**src/hdl/ofc_pkg.sv**
```systemverilog
`default_nettype none
// ----------------------------------------------------------------------------
// ofc_pkg: shared types and constants of the OTP fuse controller
// Register map, masks, item function codes, controller states and the
// command and status records between controller and datapath.
// ----------------------------------------------------------------------------
package ofc_pkg;

  localparam int OFC_FUSE_WORDS   = 4096;
  localparam int OFC_SECTOR_COUNT = 4;
  localparam int OFC_SEEN_WORDS   = 4096;
  localparam int OFC_SEEN_AW      = 12;
  localparam int OFC_WORD_W       = 17;

  localparam logic [15:0] OFC_TICKS_RESET = 16'd250;
  localparam logic [31:0] OFC_START_MAGIC = 32'h5052_4f47;
  localparam logic [31:0] OFC_DIO_MASK    = 32'h0f07_ffff;

  localparam int OFC_ST_BUSY = 0;
  localparam int OFC_ST_PWDN = 1;
  localparam int OFC_ST_FAIL = 3;
  localparam int OFC_GLOBAL_LOCK = 8;

  localparam logic [14:0] ADDR_PWDN     = 15'h4000;
  localparam logic [14:0] ADDR_STATUS   = 15'h4004;
  localparam logic [14:0] ADDR_RST_DLY  = 15'h4008;
  localparam logic [14:0] ADDR_CE_DLY   = 15'h400c;
  localparam logic [14:0] ADDR_RE_DLY   = 15'h4010;
  localparam logic [14:0] ADDR_WS_WIDTH = 15'h4014;
  localparam logic [14:0] ADDR_WS_SETUP = 15'h4018;
  localparam logic [14:0] ADDR_WS_HOLD  = 15'h401c;
  localparam logic [14:0] ADDR_PE_DLY   = 15'h4020;
  localparam logic [14:0] ADDR_PADDR    = 15'h4028;
  localparam logic [14:0] ADDR_PCYCLES  = 15'h402c;
  localparam logic [14:0] ADDR_PDATA_LO = 15'h4030;
  localparam logic [14:0] ADDR_PDATA_HI = 15'h4034;
  localparam logic [14:0] ADDR_PCMD     = 15'h4038;
  localparam logic [14:0] ADDR_PBUSY    = 15'h403c;
  localparam logic [14:0] ADDR_DIO      = 15'h4048;

  typedef enum logic [1:0] {
    FUNC_READ  = 2'd0,
    FUNC_WRITE = 2'd1,
    FUNC_IO    = 2'd2,
    FUNC_TICK  = 2'd3
  } ofc_func_t;

  typedef enum logic [2:0] {
    ST_CLEAR,
    ST_IDLE,
    ST_EXEC,
    ST_PROG_LO,
    ST_PROG_HI
  } ofc_state_t;

  typedef struct packed {
    logic clr;
    logic accept;
    logic exec;
    logic prog_lo;
    logic prog_hi;
    logic finish;
  } ofc_cmd_t;

  typedef struct packed {
    logic clr_last;
    logic need_prog;
  } ofc_stat_t;

endpackage
`default_nettype wire

```
**src/hdl/ofc_ctrl.sv**
```systemverilog
`default_nettype none
// ----------------------------------------------------------------------------
// ofc_ctrl: sequencing state machine
// Runs the clearing pass after reset, takes items, and steps the datapath
// through execute and the two-word read-modify-write of a fuse program.
// ----------------------------------------------------------------------------
module ofc_ctrl
  import ofc_pkg::*;
(
  input  wire logic      clk,
  input  wire logic      rst_n,
  input  wire logic      start,
  input  wire ofc_stat_t stat,
  output ofc_cmd_t       cmd,
  output logic           busy
);

  ofc_state_t state_r, state_nxt;

  always_ff @(posedge clk) begin
    if (!rst_n) begin
      state_r <= ST_CLEAR;
    end else begin
      state_r <= state_nxt;
    end
  end

  always_comb begin
    state_nxt = state_r;
    case (state_r)
      ST_CLEAR: begin
        if (stat.clr_last) state_nxt = ST_IDLE;
      end
      ST_IDLE: begin
        if (start) state_nxt = ST_EXEC;
      end
      ST_EXEC: begin
        state_nxt = stat.need_prog ? ST_PROG_LO : ST_IDLE;
      end
      ST_PROG_LO: state_nxt = ST_PROG_HI;
      ST_PROG_HI: state_nxt = ST_IDLE;
      default:    state_nxt = ST_CLEAR;
    endcase
  end

  always_comb begin
    cmd  = '0;
    busy = 1'b1;
    case (state_r)
      ST_CLEAR: cmd.clr = 1'b1;
      ST_IDLE: begin
        busy       = 1'b0;
        cmd.accept = start;
      end
      ST_EXEC: begin
        cmd.exec   = 1'b1;
        cmd.finish = !stat.need_prog;
      end
      ST_PROG_LO: cmd.prog_lo = 1'b1;
      ST_PROG_HI: begin
        cmd.prog_hi = 1'b1;
        cmd.finish  = 1'b1;
      end
      default: cmd = '0;
    endcase
  end

`ifndef ASSERT_OFF
  a_prog_from_exec: assert property (@(posedge clk) disable iff (!rst_n)
    (state_r == ST_PROG_LO) |-> ($past(state_r) == ST_EXEC))
    else $error("program sequence entered without execute");
  a_finish_single: assert property (@(posedge clk) disable iff (!rst_n)
    cmd.finish |=> !cmd.finish)
    else $error("two finishes in a row");
  a_clear_once: assert property (@(posedge clk) disable iff (!rst_n)
    (state_r != ST_CLEAR) |=> (state_r != ST_CLEAR))
    else $error("clearing pass re-entered");
`endif

endmodule
`default_nettype wire

```
**config.mk**
```make
export PLATFORM = sky130hd
export DESIGN_NAME = ofc_ctrl
export DESIGN_NICKNAME = d
export VERILOG_FILES = /design/src/hdl/ofc_pkg.sv /design/src/hdl/ofc_ctrl.sv
export SDC_FILE = /design/constraint.sdc
export NUM_CORES = 1
export LEC_CHECK = 0
export BUFFER_PORTS_ARGS = -buffer_cell sky130_fd_sc_hd__buf_4
export CAP_MARGIN = 20
export CORE_AREA = 2 2 39 41
export DETAILED_ROUTE_END_ITERATION = 16
export DIE_AREA = 0 0 41 43
export GPL_TIMING_DRIVEN = 0
export PLACE_DENSITY = 0.42
export SETUP_SLACK_MARGIN = 0.3
export SLEW_MARGIN = 20
export SYNTH_ARGS = -nofsm -noshare
export SYNTH_HDL_FRONTEND = slang
export SYNTH_SLANG_ARGS = --single-unit
```
**constraint.sdc**
```tcl
create_clock -name clk -period 1.9 [get_ports clk]
set_clock_uncertainty 0.2 [all_clocks]
set_input_delay 0.38 -clock clk [delete_from_list [all_inputs] [get_ports clk]]
set_output_delay 0.38 -clock clk [all_outputs]
set_load 0.02 [all_outputs]
```
# ---- Word-level counts from Yosys, hierarchy flattened
# Cells that the tools add are included.
# Widths: inputs -> output; s select.
dict set report classes {
  eq_ne 6
  muxes 11
  n_reduce_logical 3
}
# op n
set op_table {}
lappend op_table {{$pmux 3 s5} 1}
lappend op_table {{$eq 3x2->1 const B} 2}
lappend op_table {{$mux 1} 6}
lappend op_table {{$mux 3} 2}
lappend op_table {{$ne 2x2->1 const B} 2}
lappend op_table {{$eq 3x1->1 const B} 1}
lappend op_table {{$eq 3x3->1 const B} 1}
lappend op_table {{$logic_not 3->1} 1}
lappend op_table {{$mux 2} 1}
lappend op_table {{$pmux 1 s2} 1}
lappend op_table {{$reduce_and 2->1} 1}
lappend op_table {{$logic_not 1->1} 1}
dict set report totals {
  register_bits 3
  in_bits 5
  elab_cells 21
}

# ---- Longest topological paths before layout
# Gate-level depths: netlist of run 1.
dict set report depth {
  word_depth 3
  mapped_depth 4
  ltp_nobuf 3
}

# ---- Least setup slack after synthesis of run 1
# OpenSTA, ideal clock, no wires.
dict set report synth_timing {
  kind {reg2out}
  start {reg state_r[0]}
  end {out cmd[4] (netlist bit)}
  t_arrival_ns 1.075
  setup_slack_ns 0.245
  path_stages_with_launch 4
  path_buffers 0
  cell_sequence {dfxtp_1 > nor2b_4 > nand2b_1 > nor2_1}
}
# element line
set synth_rtl {}
lappend synth_rtl {{start: declaration} ofc_ctrl.sv:18} ;# ofc_state_t state_r, state_nxt;
lappend synth_rtl {{start signal: assignment} ofc_ctrl.sv:24} ;# state_r <= state_nxt;
lappend synth_rtl {{end: declaration} ofc_ctrl.sv:14} ;# output ofc_cmd_t cmd,

==> impl_metrics.csv, run 1 <==
group,metric,value,unit
synth,netlist_instances,25,
timing,finalSetupViolCount,0,
synth,synth_top_family_by_area,"simple AND/OR/NAND/NOR gates",
synth,ys.flop_type,"dfxtp_1",
synth,synthDistinctLibCells,18,
synth,synth_xor_area_frac,0,
synth,synth_top_area_frac,0.291,
timing,grt_setup_unrepaired,"yes",
critical_path,crit_type,"flip-flop to output port",
final_layout,largest_reg_flops,3,
worst_hold_path,hold_class,"input pin to flip-flop",
grt,grt_pass1_vias,216,
synth,yosysWarnings,0,
clock_tree,cts_buffers,3,
critical_path,rr_startpoint,"state_r[0]",
synth,synth_fa_ha_area_frac,0,
power,leakagePower,0.194,nW
detailed_routing,routed_wl,546,um
timing,hold_viol,0,
detailed_routing,route.detailed.drc,0,
timing,post-route-period-util,0.859,
placement,gp_congestion,0.601,
timing,fmax,0.613,GHz
synth,yosysTopAreaCell,"dfxtp_1",
critical_path,start_kind,"flip-flop",
timing,period_minus_slack,1.63,ns
floorplan,rows,14,
critical_path,timing.rr.end,"state_r[0]",
power,power,0.254,mW
timing,slew_violations,0,
synth,synth.area.mux_share,0.0485,
clock_tree,insertion_delay,0.23,ns
timing,tns,0,ns
synth,synth-edff-count,0,
critical_path,worstRegToRegCells,5,
grt,antenna_found_initial,0,
synth,yosysSeqAreaShare,0.291,
floorplan,dieHeight,43,um
worst_hold_path,whs_endpoint,"state_r[2]",
critical_path,end_kind,"output port",
synth,syn_area,206,um2
clock_tree,clock-root-buffer,"clkbuf_4",
grt,grt_pass1_wl,800,um
floorplan,die_area,0.00176,mm2
final_layout,top_regs,"state_r (3)",
grt,grt.total_usage,0.0721,
worst_hold_path,holdPathStages,2,
clock_tree,cts_tree,"built",
grt,grt_max_degree,9,
synth,synth_compound_area_frac,0.127,
outcome,status,"completed",
final_layout,area_growth,92.7,%
floorplan,initial_utilization,0.149,
power,ir_drop,263,uV
power,power.density,639,mW/mm2
clock_tree,clockBufferDepth,2,
placement,port_buffers,11,
floorplan,die_w,41,um
synth,synthArstFlopShare,0,
synth,synth_fp_nets,30,
final_layout,regMostFlops,"state_r",
synth,synth-seq-cells,3,
detailed_routing,vias_per_cell,3.98,
synth,avgSynthCellArea,8.26,um2
final_layout,antenna_cells,0,
grt,grt.overflow.total,0,
detailed_routing,wl_per_cell,8.95,um
detailed_routing,postRouteAntennaNets,0,
final_layout,drive_gt1_frac,0.622,
critical_path,r2r_slack,0.62,ns
timing,slew_headroom,0.855,
detailed_routing,firstDrtPassIters,3,
floorplan,core_area,0.00138,mm2
critical_path,cp_max_fo,5,
run,drv_cap,0,
worst_hold_path,hold_start,"rst_n",
critical_path,cp_data_arrival_time,1.05,ns
synth,synth_simple_gate_area_frac,0.461,
timing,tightest_slew,0.215,ns
detailed_routing,vias,243,
final_layout,nets,51,
critical_path,cp.required,1.32,ns
floorplan,ios,12,
clock_tree,clk_pin_slew_worst_paths,0.04,ns
clock_tree,clkSinkCount,3,
synth,synthTopCellsByArea,"dfxtp_1 29%, nor2_1 9.1%, nor2b_4 6.7%",
clock_tree,cts_htree_levels,1,
placement,dp_hpwl,382,um
detailed_routing,drt_iter0_markers,5,
## cells in the final DEF, fill, tap and decap left out, types with 2 or more instances in the layout
cell type  Yosys  final
and2_1         2      2
buf_4          0     12
buf_6          1      4
clkbuf_4       0      3
dfxtp_4        0      2
nor2_1         5      4
## worst max-delay path, stage by stage (launching register included)
cell and delay [ns]:
dfxtp_2 0.32, buf_6 0.11, mux2i_1 0.18, nor2_1 0.06, buf_4 0.15
## cells by family after synthesis
kind of cell	count (synthesis)
compound gates	4
buf+inv	2
flops	3
mux	1
simple gates	15
## how the worst max path moves through the flow
stage	depth (start not counted)	from	endpoint	slack, ns
finish	4	state_r[1]	cmd[0]	0.27
floorplan	3	state_r[0]	cmd[4]	0.32
detailed placement	4	state_r[0]	cmd[4]	0.37
global route	4	state_r[1]	cmd[0]	0.21
global placement	4	state_r[0]	cmd[4]	0.36
CTS	4	state_r[1]	cmd[0]	0.26
## cells in the mapped netlist, drive strengths merged (2+ instances only)
cell type / count
and2: 2
dfxtp: 3
nor2: 5
o21ai: 2
## power breakdown
part	switching, mW	leakage [nW]	internal (mW)
Clock	0.0299	0.0150	0.0785
Sequential	0.00416	0.0264	0.0661
Combinational	0.0339	0.152	0.0415
## layout make-up
cell class / count / area, um2
sequential: 3 / 68.8
multi-input combinational: 20 / 139
clock buffer: 4 / 26.3
tap: 16 / 20.0
timing repair buffer: 16 / 129
inverter: 1 / 3.75
fill: 157 / 986
buffer: 1 / 11.3
## stage by stage
stage / hold WS (ns) / util / cell area [um2] / std cells / setup slack (ns)
floorplan: 0.330 / - / 209 / 25 / 0.322
CTS: 0.200 / 0.275 / 380 / 60 / 0.258
global placement: 0.404 / 0.225 / 312 / 52 / 0.356
finish: 0.202 / 0.288 / 398 / 61 / 0.267
detailed placement: 0.404 / 0.225 / 312 / 52 / 0.366
global route: 0.207 / 0.288 / 398 / 61 / 0.212
## repair_timing
item                                    4_1_cts  5_1_grt
endpoints found under the hold margin         0        0
buffers inserted                              3        1
gates cloned                                  1        0
pin swaps                                     0        1
endpoints found under the setup margin        7        7
resized for setup                             6        3
hold buffers                                  0        0
## metal layers
metal | routed length [um] | track usage
met5 | 0 | 0
met4 | 0 | 0.0200
met3 | 5 | 0.0628
met2 | 332 | 0.122
met1 | 208 | 0.0575
Power figures use the tool's default switching activity.
==> inputs of run 2 (changes only) <==
==> constraint.sdc (replaced) <==
create_clock -name clk -period 1.9 [get_ports clk]
set_clock_uncertainty 0.2 [all_clocks]
set_input_delay 0.38 -clock clk [delete_from_list [all_inputs] [get_ports clk]]
set_output_delay 0.38 -clock clk [all_outputs]
set_load 0.1 [all_outputs]
==> impl_metrics.csv, run 2 (synthesis results as in run 1) <==
group,metric,value,unit
clock_tree,cts_tree,"built",
critical_path,end_kind,"output port",
placement,dp_hpwl,389,um
grt,grt_pass1_wl,931,um
floorplan,dieHeight,43,um
placement,dp_slack,0.241,ns
floorplan,die_w,41,um
final_layout,area_growth,171,%
floorplan,ios,12,
timing,slew_violations,0,
timing,tns,0,ns
final_layout,largest_reg_flops,3,
detailed_routing,drt_iter0_markers,2,
floorplan,initial_utilization,0.149,
clock_tree,cts_buffers,3,
final_layout,antenna_cells,0,
grt,grt.total_usage,0.0813,
worst_hold_path,whs_endpoint,"state_r[0]",
power,power.density,654,mW/mm2
worst_hold_path,holdPathStages,2,
timing,layout_setup_ws,0.143,ns
power,ir_drop,217,uV
placement,placed_cells,52,
final_layout,multiInputGateArea,190,um2
clock_tree,insertion_delay,0.24,ns
clock_tree,clkSinkCount,3,
timing,slew_headroom,0.852,
worst_hold_path,hold_start,"rst_n",
critical_path,r2r_slack,0.54,ns
final_layout,fin_cells,62,
outcome,status,"completed",
final_layout,mostFrequentLayoutCells,"9 x buf_4, 7 x buf_12, 3 x clkbuf_4, 3 x dfxtp_4",
final_layout,fin_util,0.404,
detailed_routing,routed_wl,649,um
critical_path,path_cells,"nor2b_4, nand2b_4, nor2_4, buf_12",
detailed_routing,wl_per_cell,10.5,um
detailed_routing,vias_per_cell,3.79,
timing,post-route-period-util,0.925,
critical_path,crit_type,"flip-flop to output port",
timing,period_minus_slack,1.76,ns
critical_path,cp.required,1.32,ns
critical_path,worst-path-buf-inv,1,
placement,placed_cell_area,363,um2
final_layout,fillers,138,
final_layout,final_common_cell,"buf_4",
timing,holdWs,0.183,ns
grt,antenna_found_initial,0,
critical_path,worstRegToRegCells,6,
timing,grt_setup_unrepaired,"yes",
final_layout,nets,52,
final_layout,top_regs,"state_r (3)",
timing,finalSetupViolCount,0,
critical_path,slowest_delay,0.37,ns
grt,grt_max_degree,11,
floorplan,core_area,0.00138,mm2
detailed_routing,vias,235,
detailed_routing,firstDrtPassIters,2,
final_layout,seq_area,71.3,um2
final_layout,regMostFlops,"state_r",
power,power,0.365,mW
critical_path,timing.rr.end,"state_r[1]",
clock_tree,clock-root-buffer,"clkbuf_4",
run,drv_cap,0,
critical_path,cp_data_arrival_time,1.18,ns
critical_path,rr_startpoint,"state_r[1]",
timing,hold_viol,0,
floorplan,rows,14,
placement,port_buffers,11,
critical_path,crit_family,"simple AND/OR/NAND/NOR gates",
worst_hold_path,hold_class,"input pin to flip-flop",
detailed_routing,postRouteAntennaNets,0,
placement,gp_congestion,0.722,
critical_path,start_kind,"flip-flop",
critical_path,cpMaxStageDelayCell,"dfxtp_4",
grt,grt_pass1_vias,241,
clock_tree,cts_htree_levels,1,
final_layout,fin_area,559,um2
critical_path,cp_max_fo,5,
grt,grt.overflow.total,0,
timing,tightest_slew,0.222,ns
clock_tree,clk_pin_slew_worst_paths,0.04,ns
timing,fmax,0.569,GHz
clock_tree,clockBufferDepth,2,
floorplan,die_area,0.00176,mm2
detailed_routing,route.detailed.drc,0,
final_layout,drive_gt1_frac,0.761,
power,leakagePower,0.235,nW
==> run 2: changes by cell type in the layout (fill, tap and decap cells not counted), sizes merged <==
cell	delta
clkbuf	+1
==> run 2: power breakdown <==
part	total, mW	switching, mW	internal [mW]
clock network	0.118	0.0393	0.0791
registers	0.0713	0.00612	0.0652
logic	0.176	0.0997	0.0761
total	0.365	0.145	0.220
==> run 2: per-layer routing <==
layer  global-route usage  vias to the layer above  wire [um]  share of wire
li1                     -                      124          -              -
met5                    0                        -          0              0
met2                0.109                        9        336           0.52
met1               0.0965                      100        250           0.39
met3               0.0366                        2         39          0.060
met4               0.0600                        0         23          0.035
==> run 2: worst max-delay path by stage <==
stage,from,cells past startpoint,endpoint,slack [ns]
3_5_place_dp,stat[0],5,cmd[0],0.24
6_report,state_r[0],4,cmd[4],0.14
4_1_cts,state_r[0],3,cmd[2],0.15
2_1_floorplan,state_r[0],3,cmd[4],-0.05
3_3_place_gp,stat[0],5,cmd[0],0.25
5_1_grt,state_r[1],3,cmd[3],0.1
==> run 2: final cells by class <==
type / count / area share
Timing Repair Buffer: 17 / 0.416
Buffer: 1 / 0.0268
Inverter: 1 / 0.00671
Multi-Input combinational cell: 20 / 0.340
Clock buffer: 4 / 0.0470
Sequential cell: 3 / 0.128
Tap cell: 16 / 0.0358
==> run 2: repair_timing <==
action | 4_1_cts | 5_1_grt
cloned | 0 | 1
buffers inserted | 2 | 3
resized for setup | 21 | 5
hold buffers | 0 | 0
setup endpoints to repair | 7 | 7
hold endpoints to repair | 0 | 0
pin swaps | 2 | 1
==> inputs of run 3 (changes only) <==
==> constraint.sdc (replaced) <==
create_clock -name clk -period 1.9 [get_ports clk]
set_clock_uncertainty 0.2 [all_clocks]
set_input_delay 0.19 -clock clk [delete_from_list [all_inputs] [get_ports clk]]
set_output_delay 0.19 -clock clk [all_outputs]
set_load 0.1 [all_outputs]
==> impl_metrics.csv, run 3 (synthesis results as in run 1) <==
group,metric,value,unit
outcome,status,"completed",
power,ir_drop,236,uV
run,drv_cap,0,
final_layout,mostFrequentLayoutCells,"9 x buf_4, 3 x clkbuf_4, 3 x buf_12",
critical_path,cp_max_fo,5,
timing,hold_viol,0,
timing,period_minus_slack,1.56,ns
floorplan,rows,14,
critical_path,worst-path-buf-inv,1,
critical_path,start_kind,"flip-flop",
clock_tree,insertion_delay,0.23,ns
power,power,0.334,mW
timing,layout_setup_ws,0.338,ns
final_layout,fin_util,0.354,
final_layout,nets,50,
critical_path,cp_data_arrival_time,1.17,ns
critical_path,crit_family,"flip-flops",
timing,slew_violations,0,
final_layout,top_regs,"state_r (3)",
clock_tree,cts_htree_levels,1,
floorplan,die_area,0.00176,mm2
floorplan,initial_utilization,0.149,
power,power.density,681,mW/mm2
timing,grt_setup_unrepaired,"yes",
grt,grt_pass1_wl,903,um
critical_path,cpMaxStageDelayCell,"dfxtp_4",
floorplan,ios,12,
grt,grt.total_usage,0.0782,
clock_tree,clock-root-buffer,"clkbuf_4",
detailed_routing,vias_per_cell,3.88,
timing,holdWs,0.0751,ns
detailed_routing,drt_iter0_markers,3,
detailed_routing,postRouteAntennaNets,0,
critical_path,slowest_delay,0.38,ns
clock_tree,cts_buffers,3,
final_layout,regMostFlops,"state_r",
detailed_routing,firstDrtPassIters,4,
floorplan,die_w,41,um
final_layout,largest_reg_flops,3,
final_layout,antenna_cells,0,
placement,dp_slack,0.356,ns
placement,gp_congestion,0.695,
final_layout,final_common_cell,"buf_4",
power,leakagePower,0.204,nW
grt,antenna_found_initial,0,
critical_path,crit_type,"flip-flop to output port",
placement,dp_hpwl,391,um
detailed_routing,route.detailed.drc,0,
timing,post-route-period-util,0.822,
final_layout,fillers,142,
detailed_routing,vias,233,
clock_tree,cts_tree,"built",
critical_path,cp.required,1.51,ns
floorplan,dieHeight,43,um
final_layout,multiInputGateArea,193,um2
placement,placed_cells,52,
clock_tree,clockBufferDepth,2,
grt,grt.overflow.total,0,
placement,placed_cell_area,358,um2
final_layout,drive_gt1_frac,0.750,
critical_path,end_kind,"output port",
timing,fmax,0.640,GHz
timing,slew_headroom,0.815,
worst_hold_path,hold_class,"input pin to flip-flop",
timing,tns,0,ns
clock_tree,clk_pin_slew_worst_paths,0.04,ns
grt,grt_pass1_vias,209,
floorplan,core_area,0.00138,mm2
detailed_routing,wl_per_cell,8.93,um
grt,grt_max_degree,11,
final_layout,fin_cells,60,
clock_tree,clkSinkCount,3,
final_layout,fin_area,490,um2
critical_path,path_cells,"nor2b_4, and2_2, buf_12",
placement,port_buffers,11,
timing,finalSetupViolCount,0,
final_layout,seq_area,68.8,um2
timing,tightest_slew,0.280,ns
detailed_routing,routed_wl,536,um
final_layout,area_growth,138,%
==> run 3: area by class of cell <==
class / instances / share of cell area
Sequential cell: 3 / 0.140
Multi-Input combinational cell: 20 / 0.393
Tap cell: 16 / 0.0408
Inverter: 1 / 0.00765
Clock buffer: 4 / 0.0536
Timing Repair Buffer: 15 / 0.342
Buffer: 1 / 0.0230
==> run 3: layer usage <==
layer  up-vias  wire length, um  track usage
li1        122                -            -
met1       100              190       0.0833
met2         9              296        0.113
met3         2               30       0.0366
met4         0               19       0.0600
met5         -                0            0
==> run 3: path summary, 6_finish.rpt <==
kind | from | slack [ns] | endpoint | cells past startpoint
worst min-delay path | stat[1] | 0.08 | state_r[0] | 3
worst min register to register | state_r[1] | 0.42 | state_r[2] | 2
worst max-delay path | state_r[0] | 0.34 | cmd[2] | 3
worst max register to register | state_r[1] | 0.64 | state_r[0] | 5
==> run 3: tightest hold or removal path, cell delays in order <==
cell and delay [ns]:
buf_4 0.08, o21ai_0 0.08, a21boi_2 0.13
==> run 3: what timing repair did <==
action,4_1_cts,5_1_grt
gates resized for setup,11,8
setup endpoints to repair,6,5
endpoints found under the hold margin,2,0
pin swaps,0,1
hold buffers,1,0
setup buffers,2,1
==> run 3: power by group <==
group,internal (mW),switching (mW),leakage (nW)
combinational,0.0552,0.0945,0.163
sequential,0.0661,0.00624,0.0264
clock,0.0787,0.0332,0.0150
total,0.200,0.134,0.204
